$ cat src/design/cab64_pkg.sv
// ----------------------------------------------------------------------------
// cab64_pkg
// Shared types, constants and functions of the checksummed address encoder.
// ----------------------------------------------------------------------------
package cab64_pkg;

  localparam int unsigned AddrBytes = 32;
  localparam int unsigned IdxW      = $clog2(AddrBytes);
  localparam logic [IdxW-1:0] FirstIdx = '0;
  localparam logic [IdxW-1:0] LastIdx  = IdxW'(AddrBytes - 1);

  localparam logic [7:0]  TagBounce = 8'd17;
  localparam logic [7:0]  TagPlain  = 8'd81;
  localparam logic [15:0] CrcPoly   = 16'h1021;
  localparam logic [15:0] CrcInit   = 16'h0000;

  localparam logic [1:0] PendFull  = 2'd2;
  localparam logic [1:0] SextLast  = 2'd3;

  localparam int unsigned QDepth = 2;
  localparam int unsigned QPtrW  = $clog2(QDepth);
  localparam int unsigned QCntW  = $clog2(QDepth + 1);

  localparam logic [6:0] CharMinus = 7'h2d;
  localparam logic [6:0] CharUnder = 7'h5f;
  localparam logic [6:0] CharUpA   = 7'h41;
  localparam logic [6:0] CharLowA  = 7'h61;
  localparam logic [6:0] CharZero  = 7'h30;

  // three frame bytes, oldest in the top byte
  typedef struct packed {
    logic [23:0] word;
    logic        last_grp;
  } group_t;

  typedef struct packed {
    logic full;
    logic empty;
  } q_stat_t;

  function automatic logic [15:0] crc_byte(input logic [15:0] crc, input logic [7:0] data);
    logic [15:0] c;
    c = crc ^ {data, 8'h00};
    for (int b = 0; b < 8; b++) begin
      if (c[15]) begin
        c = {c[14:0], 1'b0} ^ CrcPoly;
      end else begin
        c = {c[14:0], 1'b0};
      end
    end
    return c;
  endfunction

  localparam logic [15:0] CrcTagBounce = crc_byte(CrcInit, TagBounce);
  localparam logic [15:0] CrcTagPlain  = crc_byte(CrcInit, TagPlain);

  function automatic logic [6:0] b64url_char(input logic [5:0] s);
    logic [6:0] c;
    if (s < 6'd26) begin
      c = CharUpA + {1'b0, s};
    end else if (s < 6'd52) begin
      c = CharLowA + {1'b0, s - 6'd26};
    end else if (s < 6'd62) begin
      c = CharZero + {1'b0, s - 6'd52};
    end else if (s == 6'd62) begin
      c = CharMinus;
    end else begin
      c = CharUnder;
    end
    return c;
  endfunction

endpackage

$ cat src/design/cab64_if.sv
// ----------------------------------------------------------------------------
// cab64 channel interfaces
// Valid/ready channels for address bytes in and text characters out.
// ----------------------------------------------------------------------------
interface cab64_in_if;
  logic              valid;
  logic              ready;
  logic [7:0]        address_byte;
  logic signed [7:0] chain_number;
  logic              bounceable;

  modport source (output valid, output address_byte, output chain_number,
                  output bounceable, input ready);
  modport sink   (input valid, input address_byte, input chain_number,
                  input bounceable, output ready);
endinterface

interface cab64_out_if;
  logic       valid;
  logic       ready;
  logic [6:0] out_char;
  logic       last_char;

  modport source (output valid, output out_char, output last_char, input ready);
  modport sink   (input valid, input out_char, input last_char, output ready);
endinterface

$ cat src/design/checksummed_address_base64url_encoder.sv
// ----------------------------------------------------------------------------
// checksummed_address_base64url_encoder
// The byte that completes a group is written into the queue; the back end
// then loads the group's first character into the output register.
// Throughput: one character per cycle at the output register while the output
// is ready; 48 characters per 32 bytes, so the output port sets the rate.
// Reset clears the byte position, crc, queue and output valid at once.
// ----------------------------------------------------------------------------
module checksummed_address_base64url_encoder (
  input  logic         clk_i,
  input  logic         rst_ni,
  cab64_in_if.sink     in_i,
  cab64_out_if.source  out_o
);

  cab64_pkg::group_t  push;
  logic               push_valid;
  cab64_pkg::group_t  head;
  cab64_pkg::q_stat_t q_stat;
  logic               pop;

  cab64_front u_front (
    .clk_i        (clk_i),
    .rst_ni       (rst_ni),
    .in_i         (in_i),
    .q_stat_i     (q_stat),
    .push_o       (push),
    .push_valid_o (push_valid)
  );

  cab64_queue u_queue (
    .clk_i        (clk_i),
    .rst_ni       (rst_ni),
    .push_i       (push),
    .push_valid_i (push_valid),
    .pop_i        (pop),
    .head_o       (head),
    .stat_o       (q_stat)
  );

  cab64_back u_back (
    .clk_i    (clk_i),
    .rst_ni   (rst_ni),
    .head_i   (head),
    .q_stat_i (q_stat),
    .pop_o    (pop),
    .out_o    (out_o)
  );

  a_no_push_when_full : assert property (@(posedge clk_i) disable iff (!rst_ni)
    push_valid |-> (!q_stat.full || pop))
    else $error("group written into a full queue");

  a_no_pop_when_empty : assert property (@(posedge clk_i) disable iff (!rst_ni)
    pop |-> !q_stat.empty)
    else $error("group taken from an empty queue");

  a_pop_with_output : assert property (@(posedge clk_i) disable iff (!rst_ni)
    pop |=> (out_o.valid && !q_stat.full))
    else $error("group retired without its last character loaded");

endmodule

$ cat src/design/cab64_front.sv
// ----------------------------------------------------------------------------
// cab64_front
// Accepts address bytes, runs the crc and packs frame bytes into groups of three.
// ----------------------------------------------------------------------------
module cab64_front (
  input  logic                clk_i,
  input  logic                rst_ni,
  cab64_in_if.sink            in_i,
  input  cab64_pkg::q_stat_t  q_stat_i,
  output cab64_pkg::group_t   push_o,
  output logic                push_valid_o
);

  logic [cab64_pkg::IdxW-1:0] idx_q, idx_d;
  logic [15:0]                crc_q, crc_d;
  logic [15:0]                pend_q, pend_d;
  logic [1:0]                 cnt_q, cnt_d;

  logic        emits;
  logic        fire;
  logic [15:0] crc_base;
  logic [15:0] crc_new;
  logic [7:0]  tag;
  logic [7:0]  chain;

  assign emits = (idx_q == cab64_pkg::FirstIdx) || (idx_q == cab64_pkg::LastIdx) ||
                 (cnt_q == cab64_pkg::PendFull);
  assign in_i.ready = !q_stat_i.full || !emits;
  assign fire = in_i.valid && in_i.ready;

  assign tag   = in_i.bounceable ? cab64_pkg::TagBounce : cab64_pkg::TagPlain;
  assign chain = in_i.chain_number;

  always_comb begin
    if (idx_q == cab64_pkg::FirstIdx) begin
      crc_base = cab64_pkg::crc_byte(in_i.bounceable ? cab64_pkg::CrcTagBounce
                                                     : cab64_pkg::CrcTagPlain, chain);
    end else begin
      crc_base = crc_q;
    end
    crc_new = cab64_pkg::crc_byte(crc_base, in_i.address_byte);
  end

  always_comb begin
    idx_d           = idx_q;
    crc_d           = crc_q;
    pend_d          = pend_q;
    cnt_d           = cnt_q;
    push_o.word     = {pend_q, in_i.address_byte};
    push_o.last_grp = 1'b0;
    push_valid_o    = fire && emits;
    if (idx_q == cab64_pkg::LastIdx) begin
      push_o.word     = {in_i.address_byte, crc_new};
      push_o.last_grp = 1'b1;
    end else if (idx_q == cab64_pkg::FirstIdx) begin
      push_o.word = {tag, chain, in_i.address_byte};
    end
    if (fire) begin
      crc_d = crc_new;
      idx_d = idx_q + 1'b1;
      if (emits) begin
        pend_d = '0;
        cnt_d  = '0;
      end else begin
        pend_d = {pend_q[7:0], in_i.address_byte};
        cnt_d  = cnt_q + 1'b1;
      end
    end
  end

  always_ff @(posedge clk_i or negedge rst_ni) begin
    if (!rst_ni) begin
      idx_q  <= '0;
      crc_q  <= cab64_pkg::CrcInit;
      pend_q <= '0;
      cnt_q  <= '0;
    end else begin
      idx_q  <= idx_d;
      crc_q  <= crc_d;
      pend_q <= pend_d;
      cnt_q  <= cnt_d;
    end
  end

endmodule

$ cat src/design/cab64_queue.sv
// ----------------------------------------------------------------------------
// cab64_queue
// Short first-in first-out store of byte groups between front and back.
// ----------------------------------------------------------------------------
module cab64_queue (
  input  logic                clk_i,
  input  logic                rst_ni,
  input  cab64_pkg::group_t   push_i,
  input  logic                push_valid_i,
  input  logic                pop_i,
  output cab64_pkg::group_t   head_o,
  output cab64_pkg::q_stat_t  stat_o
);

  cab64_pkg::group_t mem_q [cab64_pkg::QDepth];

  logic [cab64_pkg::QPtrW-1:0] wr_q, wr_d;
  logic [cab64_pkg::QPtrW-1:0] rd_q, rd_d;
  logic [cab64_pkg::QCntW-1:0] cnt_q, cnt_d;

  assign stat_o.full  = (cnt_q == cab64_pkg::QCntW'(cab64_pkg::QDepth));
  assign stat_o.empty = (cnt_q == '0);
  assign head_o       = mem_q[rd_q];

  always_comb begin
    wr_d  = wr_q;
    rd_d  = rd_q;
    cnt_d = cnt_q;
    if (push_valid_i) begin
      wr_d = (wr_q == cab64_pkg::QPtrW'(cab64_pkg::QDepth - 1)) ? '0 : wr_q + 1'b1;
    end
    if (pop_i) begin
      rd_d = (rd_q == cab64_pkg::QPtrW'(cab64_pkg::QDepth - 1)) ? '0 : rd_q + 1'b1;
    end
    if (push_valid_i && !pop_i) begin
      cnt_d = cnt_q + 1'b1;
    end else if (!push_valid_i && pop_i) begin
      cnt_d = cnt_q - 1'b1;
    end
  end

  always_ff @(posedge clk_i) begin
    if (push_valid_i) begin
      mem_q[wr_q] <= push_i;
    end
  end

  always_ff @(posedge clk_i or negedge rst_ni) begin
    if (!rst_ni) begin
      wr_q  <= '0;
      rd_q  <= '0;
      cnt_q <= '0;
    end else begin
      wr_q  <= wr_d;
      rd_q  <= rd_d;
      cnt_q <= cnt_d;
    end
  end

endmodule

$ cat src/design/cab64_back.sv
// ----------------------------------------------------------------------------
// cab64_back
// Turns each byte group into four base64url characters, one per cycle while the output is ready.
// ----------------------------------------------------------------------------
module cab64_back (
  input  logic                clk_i,
  input  logic                rst_ni,
  input  cab64_pkg::group_t   head_i,
  input  cab64_pkg::q_stat_t  q_stat_i,
  output logic                pop_o,
  cab64_out_if.source         out_o
);

  logic [1:0] k_q, k_d;
  logic       ov_q, ov_d;
  logic [6:0] ch_q, ch_d;
  logic       lc_q, lc_d;
  logic       advance;
  logic [5:0] sext;

  assign advance = !ov_q || out_o.ready;

  always_comb begin
    case (k_q)
      2'd0:    sext = head_i.word[23:18];
      2'd1:    sext = head_i.word[17:12];
      2'd2:    sext = head_i.word[11:6];
      default: sext = head_i.word[5:0];
    endcase
  end

  always_comb begin
    k_d   = k_q;
    ov_d  = ov_q;
    ch_d  = ch_q;
    lc_d  = lc_q;
    pop_o = 1'b0;
    if (advance) begin
      ov_d = !q_stat_i.empty;
      if (!q_stat_i.empty) begin
        ch_d  = cab64_pkg::b64url_char(sext);
        lc_d  = head_i.last_grp && (k_q == cab64_pkg::SextLast);
        k_d   = k_q + 1'b1;
        pop_o = (k_q == cab64_pkg::SextLast);
      end
    end
  end

  always_ff @(posedge clk_i or negedge rst_ni) begin
    if (!rst_ni) begin
      k_q  <= '0;
      ov_q <= 1'b0;
    end else begin
      k_q  <= k_d;
      ov_q <= ov_d;
    end
  end

  always_ff @(posedge clk_i) begin
    ch_q <= ch_d;
    lc_q <= lc_d;
  end

  assign out_o.valid     = ov_q;
  assign out_o.out_char  = ch_q;
  assign out_o.last_char = lc_q;

endmodule
$ cat src/flat_wrapper.sv
// flat-port wrapper written by rule: the top's interface ports become plain ports
module checksummed_address_base64url_encoder_flat 
  (clk_i, rst_ni, in_i_valid, in_i_address_byte, in_i_chain_number, in_i_bounceable, in_i_ready, out_o_valid, out_o_out_char, out_o_last_char, out_o_ready);
  cab64_in_if in_i_i ();
  cab64_out_if out_o_i ();
  input  logic clk_i;
  input  logic rst_ni;
  input wire logic [$bits(in_i_i.valid)-1:0] in_i_valid;
  input wire logic [$bits(in_i_i.address_byte)-1:0] in_i_address_byte;
  input wire logic [$bits(in_i_i.chain_number)-1:0] in_i_chain_number;
  input wire logic [$bits(in_i_i.bounceable)-1:0] in_i_bounceable;
  output wire logic [$bits(in_i_i.ready)-1:0] in_i_ready;
  output wire logic [$bits(out_o_i.valid)-1:0] out_o_valid;
  output wire logic [$bits(out_o_i.out_char)-1:0] out_o_out_char;
  output wire logic [$bits(out_o_i.last_char)-1:0] out_o_last_char;
  input wire logic [$bits(out_o_i.ready)-1:0] out_o_ready;
  assign in_i_i.valid = in_i_valid;
  assign in_i_i.address_byte = in_i_address_byte;
  assign in_i_i.chain_number = in_i_chain_number;
  assign in_i_i.bounceable = in_i_bounceable;
  assign in_i_ready = in_i_i.ready;
  assign out_o_valid = out_o_i.valid;
  assign out_o_out_char = out_o_i.out_char;
  assign out_o_last_char = out_o_i.last_char;
  assign out_o_i.ready = out_o_ready;
  checksummed_address_base64url_encoder u_core (.clk_i(clk_i), .rst_ni(rst_ni), .in_i(in_i_i), .out_o(out_o_i));
endmodule
$ cat config.mk
export PLATFORM = sky130hd
export DESIGN_NAME = checksummed_address_base64url_encoder_flat
export DESIGN_NICKNAME = d
export VERILOG_FILES = /design/src/design/cab64_pkg.sv /design/src/design/cab64_if.sv /design/src/design/checksummed_address_base64url_encoder.sv /design/src/design/cab64_front.sv /design/src/design/cab64_queue.sv /design/src/design/cab64_back.sv /design/src/flat_wrapper.sv
export SDC_FILE = /design/constraint.sdc
export NUM_CORES = 1
export LEC_CHECK = 0
export BUFFER_PORTS_ARGS = -buffer_cell sky130_fd_sc_hd__buf_2
export CELL_PAD_IN_SITES_DETAIL_PLACEMENT = 1
export CELL_PAD_IN_SITES_GLOBAL_PLACEMENT = 2
export CORE_ASPECT_RATIO = 1.2
export CORE_MARGIN = 2
export CORE_UTILIZATION = 37
export CTS_CLUSTER_SIZE = 20
export DETAILED_ROUTE_END_ITERATION = 16
export PLACE_DENSITY_LB_ADDON = 0.1
export SYNTH_ARGS = -nofsm -noshare
export SYNTH_HDL_FRONTEND = slang
export SYNTH_SLANG_ARGS = --single-unit
$ cat constraint.sdc
create_clock -name clk_i -period 4.07 [get_ports clk_i]
set_clock_uncertainty 0.15 [all_clocks]
set_input_delay 0.407 -clock clk_i [delete_from_list [all_inputs] [get_ports clk_i]]
set_output_delay 0.407 -clock clk_i [all_outputs]
set_load 0.01 [all_outputs]
After elaboration in Yosys (flattened, before gate mapping). Memories as Yosys holds them, arrays and structs flattened. Index checks and enable logic that the tools add are counted. Widths: inputs -> output; s select.

$add $sub $neg: 12. Order comparisons: 3. Eq/ne operators: 7. Mux-type cells: 44. Bitwise logic cells: 19. Reduce and logical (&&, ||, !) cells: 20.

Operators with widths (count): $mux 13 (16); $mux 16 (9); $mux 24 (2); $not 3->3 (16); $mux 7 (5); $pmux 6 s3 (1); $xor 15x16->16 (1); $xor 16x16->16 (1); $mux 15 (1); $add 7x6->7 const A (2); $lt 6x6->1 const B (2); $eq 2x2->1 const B (4); $add 6x6->7 const A (1); $mux 1 (7); $add 2x1->2 const B (3); $eq 6x6->1 const B (1); $logic_not 1->1 (6); $lt 6x5->1 const B (1); $mux 2 (3); $sub 6x5->6 const B (1); $sub 6x6->6 const B (1); $add 5x1->5 const B (1); $eq 5x5->1 const B (1); $logic_and 1x1->1 (5); 9 further kinds (14).

Flip-flop bits (word level): 54. Memory bits (writable): 50. Memories: 1.

Memory list: u_core.u_queue.mem_q (depth 2, width 25, read ports 1, clocked after memory_dff 0, write ports 1, RTL line cab64_queue.sv:15) `cab64_pkg::group_t mem_q [cab64_pkg::QDepth];`.

Logic depth before layout (Yosys ltp).
Word-level depth: 44. Gate-level depth with buffers: 16.

By module. A second synthesis with hierarchy kept.

Cell total of the unflattened synthesis: 478. Area total of the unflattened synthesis: 5694.2 um^2.

By module, submodules not included: cab64_front (times used 1, cells an instance 268, area each 2498.6 um^2); cab64_queue (times used 1, cells an instance 94, area each 2092.0 um^2); cab64_back (times used 1, cells an instance 116, area each 1103.6 um^2).

Worst setup path after synthesis. OpenSTA, ideal clock, no wires.

Kind: reg2reg. Start: reg u_core.u_front.idx_q[0] in the netlist's numbering. End: mem u_core.u_queue.mem_q[0][0] in the netlist's numbering, enable pin. Setup time: 0.438 ns. Arrival: 3.416 ns. Path slack: 0.066 ns. Stages on the path, launching flop included: 8. Path buffers: 1. Clock period less this slack: 4.004 ns. Path through: dfrtp_1 -> ha_1 -> and3_1 -> a211oi_1 -> or3b_1 -> nand2_1 -> clkbuf_1 -> nor3_1.

Word-level cells in the longest chain between the ends: 9. Elaborated cells on any way between the ends: 10. Classes of those cells: 1 x eq/ne; 2 x mux; 7 x reduce/logical.

RTL lines: start: declaration (RTL line cab64_front.sv:14) `logic [cab64_pkg::IdxW-1:0] idx_q, idx_d;`; start signal: assignment (RTL line cab64_front.sv:78) `idx_q <= idx_d;`; $eq 5x5->1 or $logic_not 5->1 (tied branches) (RTL line cab64_front.sv:26) `assign emits = (idx_q == cab64_pkg::FirstIdx) || (idx_q == cab64_pkg::LastIdx) ||`; $logic_or 1x1->1 * (2 in series) (RTL line cab64_front.sv:26); $logic_not 1->1 * (RTL line cab64_front.sv:28) `assign in_i.ready = !q_stat_i.full || !emits;`; $logic_or 1x1->1 * (RTL line cab64_front.sv:28); via in_i_ready (RTL line flat_wrapper.sv:12) `output wire logic [$bits(in_i_i.ready)-1:0] in_i_ready;`; $logic_and 1x1->1 * (RTL line cab64_front.sv:29) `assign fire = in_i.valid && in_i.ready;`; $logic_and 1x1->1 * (RTL line cab64_front.sv:51) `push_valid_o = fire && emits;`; $mux 1 * (RTL line cab64_queue.sv:43) `if (push_valid_i) begin`; $mux 1 (not written as such) * (RTL line cab64_queue.sv:44) `mem_q[wr_q] <= push_i;`; end: declaration (RTL line cab64_queue.sv:15).

The timed path passes the listed nets; every way through them passes the cells marked *.

Final worst setup path.
Start: reg u_core.u_back.k_q[0]. End: reg u_core.u_back.ch_q[3] (netlist: u_core.u_back.out_o.out_char[3]) (data pin).

Word-level cells in the longest chain between the ends: 7. Elaborated cells on any way between the ends: 15. Classes of those cells: 5 x add/sub; 3 x order compare; 2 x eq/ne; 4 x mux; 1 x reduce/logical.

RTL lines: start: declaration (RTL line cab64_back.sv:14) `logic [1:0] k_q, k_d;`; start signal: assignment (RTL line cab64_back.sv:54) `k_q <= k_d;`; $eq 2x2->1 (tied with other cells) (RTL line cab64_back.sv:24) `case (k_q)`; $pmux 6 s3 * (RTL line cab64_back.sv:24); $sub 6x6->6 (RTL line cab64_pkg.sv:64) `c = CharZero + {1'b0, s - 6'd52};`; $add 6x6->7 (RTL line cab64_pkg.sv:64); $mux 7 (RTL line cab64_pkg.sv:63) `end else if (s < 6'd62) begin`; $mux 7 (RTL line cab64_pkg.sv:61) `end else if (s < 6'd52) begin`; $mux 7 * (RTL line cab64_pkg.sv:59) `if (s < 6'd26) begin`; end signal: assignment (RTL line cab64_back.sv:60) `ch_q <= ch_d;`; end: declaration (RTL line cab64_back.sv:16) `logic [6:0] ch_q, ch_d;`.

Every way passes the cells marked *; elsewhere a longest branch is shown, timed or not. A chain may end at the register's enable or synchronous reset.

==> results.txt <==
Once placement completed, the tool counted placed cells totaling 734. For this block, the routed nets add up to 14.2 mm of wire. The synthesis warning total was 0. The run gives 0.838 as the final weighted congestion in routability-driven placement. The delay of the slowest cell on the worst path is 580 ps, and the overall track demand over capacity in global routing is 19.0%.

The tools report the number of buffers inserted during clock tree synthesis as 9. The startpoint identified for the worst register-to-register timing path is u_core.u_back.k_q[0]. After the first detailed-routing iteration, the DRC count stood at 164. The cell sitting at the root of the clock tree is a clkbuf_16. The number of max-slew violations in the final report was 0. TritonCTS built the clock tree. For the required time reported for the critical path endpoint, the log shows 4030 ps. In this run the worst path has a maximum fanout of 10. The run gives 0 as the remaining routing DRC violations. After clock tree synthesis, the clock-pin slew on the worst setup and hold paths is 70 ps. The slew of the pin with the lowest slew margin came out at 973 ps.

The run gives 2.60 nW as the leakage power. Number of hold-slack violations in the final timing report: 0. The worst hold path begins at out_o_ready.

The run gives 51.5% as the post-synthesis sequential area ratio. The flow ran to the end, and the final reports show no timing, DRC or antenna violations. The synthesized design contains 58 enable-type register cells.

Across the run, the number of max-cap violations was 0. Cell with the most instances after synthesis: nand2_1. Entering global routing, the biggest net connects 45 pins. For this run, asynchronously set or reset flops after synthesis account for 44.2%.

The tools report the clock net sink count as 104. Yosys attributes the largest share of cell area to edfxtp_1, dfrtp_1, nand2_1. The cell row count is 49, and the number of I/O pins is 31.

Across the VDD grid, the largest voltage drop is 0.000275 V. The top cell type by area accounts for 31.0% of the synthesized area. The effective utilization at floorplan was 37.7%. The die is 139 um tall. The initial antenna violation count came out at 0. Post-synthesis net count: 556. The total area inside the core boundary comes to 14,900 sq um.

Number of global-route vias before repair: 4,030. The start point of the critical path is u_core.u_back.k_q[0]. Setup violations remaining at the end of the flow were counted as 0. The tools report the number of nets with antenna violations after detailed routing as 0. The number of vias in the routed layout was 3,778.

The logs give 10.3 mm for the final HPWL from detailed placement and 583 for the net count of the finished layout. The mapped netlist covers 5610 sq um. Static timing analysis puts the maximum clock frequency at 265 MHz. The final critical delay including setup and external delays works out to 3770 ps. Final hold analysis gives a worst-case slack of 101 ps.

Leading area contributor after synthesis: edfxtp_1. Synthesis inferred 104 register bits. Type of destination of the critical path: a register. The family with the most delay on the worst path was compound AO/OA/AOI/OAI gates.

Input and output buffers added on the ports amount to 30. The H-tree was split into 3 levels. The first global-routing pass estimated 22.9 mm of wire. Setup repair after global routing left no endpoint under its margin.

STA puts the critical path data arrival time at 3730 ps. From synthesis to final layout, the design area changed by 12.3%. The number of antenna diodes in the final layout is 0.

The count of cells in the finished layout, fillers not included, comes to 751. The average routed wire per standard cell is 19.0 um, and the width of the die is 116 um. Traced cell by cell, the critical path runs through inv_1, ha_1, a222oi_1, mux4_2, inv_1, ha_1, inv_1, a31oi_1, a21bo_2, o21ai_0, a2bb2oi_1, o21ai_0. Each instance of the synthesized netlist takes up on average 10.9 sq um. The type of the most critical hold path was in2reg. Dividing total power by cell area gives a power density of 930 nW/um^2. Number of instances in the synthesized netlist: 515. Iteration count of the initial detailed-routing pass: 4.

Sorting the synthesized cells by how often they occur yields nand2_1, edfxtp_1, dfrtp_1. Counting stages on the worst path, the most repeated cell is inv_1. The slowest library cell on the worst path is mux4_2. The number of buffers and inverters on the critical path is 3. Setup total negative slack on the finished layout was measured at 0 ps. For this run, the leading register cell type out of synthesis is edfxtp_1. The run gives 54 as the number of distinct library cells after synthesis. The overall overflow remaining after global route was 0; the count of cells resized by post-cts repair was 0. For the worst-skew pair, the clock arrives at the later sink with an insertion delay of 360 ps. The remaining max-slew budget at the tightest pin was 35.1%; the via density per instance was 5.03.

The die outline area came out at 16,200 sq um. The type of the worst setup path is reg2reg. The final period utilization was 92.7%; the layout cell share with drive strength beyond 1 was 18.8%.

The category of the worst setup path launch point is a register. Counting along the longest clock path gives a buffer depth of 2.
==> through the flow <==
step	setup slack (ps)	utilization, %	cell area (sq um)	power, W
2_1_floorplan	65.6	-	5610	0.00414
3_3_place_gp	496	40.2	5990	0.00492
3_5_place_dp	329	40.2	5990	0.00503
4_1_cts	309	42.3	6300	0.00595
5_1_grt	9.90	42.3	6300	0.00634
6_report	298	42.3	6300	0.00586
==> logic make-up (layout without fill, tap and decap cells) <==
kind of cell,count (synthesis),in the layout,share of synthesized area [%]
compound gates,83,83,9.43
xor+xnor,53,53,9.61
mux,43,43,8.47
simple gates,168,168,13.0
fa+ha+maj,20,20,4.46
flops,104,104,51.5
buf+inv,44,76,3.52
==> layer usage <==
layer	GRT usage, %	wire [um]	vias to the layer above
met2	31.1	7260	39
met1	25.0	6440	1876
met3	4.20	276	16
met5	0	0	-
met4	5.70	268	0
li1	-	-	1847
==> registers in the layout, indices dropped and copies added, names as in the netlist <==
signal and cells:
u_core.u_queue.wr_q 1, u_core.u_front.crc_q 16, u_core.u_queue.cnt_q 2, u_core.u_queue.rd_q 1, u_core.u_back.k_q 2, u_core.u_back.out_o.valid 1, u_core.u_back.out_o.last_char 1, u_core.u_front.pend_q 16
u_core.u_front.cnt_q 2, u_core.u_front.idx_q 5, u_core.u_back.out_o.out_char 7, u_core.u_queue.mem_q 50
==> worst paths after layout <==
check / to / slack (ps) / cells after the start
worst max-delay path: u_core.u_back.out_o.out_char[3] / 300 / 12
worst min-delay path: u_core.u_back.out_o.valid / 100 / 2
worst max register to register: u_core.u_back.out_o.out_char[3] / 300 / 12
worst min register to register: u_core.u_front.pend_q[12] / 320 / 2
max in group asynchronous: u_core.u_back.k_q[1] / 2640 / 3
min in group asynchronous: u_core.u_queue.cnt_q[1] / 330 / 2
==> where the power goes <==
group / leakage (nW) / internal [W] / switching (W)
clock: 0.146 / 0.000483 / 0.000416
combinational: 1.35 / 0.00131 / 0.00183
sequential: 1.10 / 0.00160 / 0.000221
total: 2.60 / 0.00339 / 0.00247
==> final cells by class <==
type / instances / area (sq um)
multi-input cells: 367 / 2530
clock buffers: 9 / 225
repair buffers: 45 / 265
well taps: 204 / 255
clock inverters: 7 / 77.6
flip-flops and latches: 104 / 2890
inverters: 15 / 56.3
fillers: 1648 / 8590
==> layout by cell type (no fill, tap or decap), drive strengths merged, types with 17 or more instances in the layout <==
cell,instances
xnor2,36
mux2,26
edfxtp,58
inv,17
ha,20
nand2,110
buf,44
a21oi,22
nor2,21
o21ai,32
dfrtp,46
==> what timing repair did <==
item / in CTS / in global routing
buffers inserted: 0 / 0
endpoints found under the hold margin: 14 / 0
endpoints found under the setup margin: 0 / 0
hold buffers: 1 / 0
No activity file was read; power rests on OpenSTA's default activity.
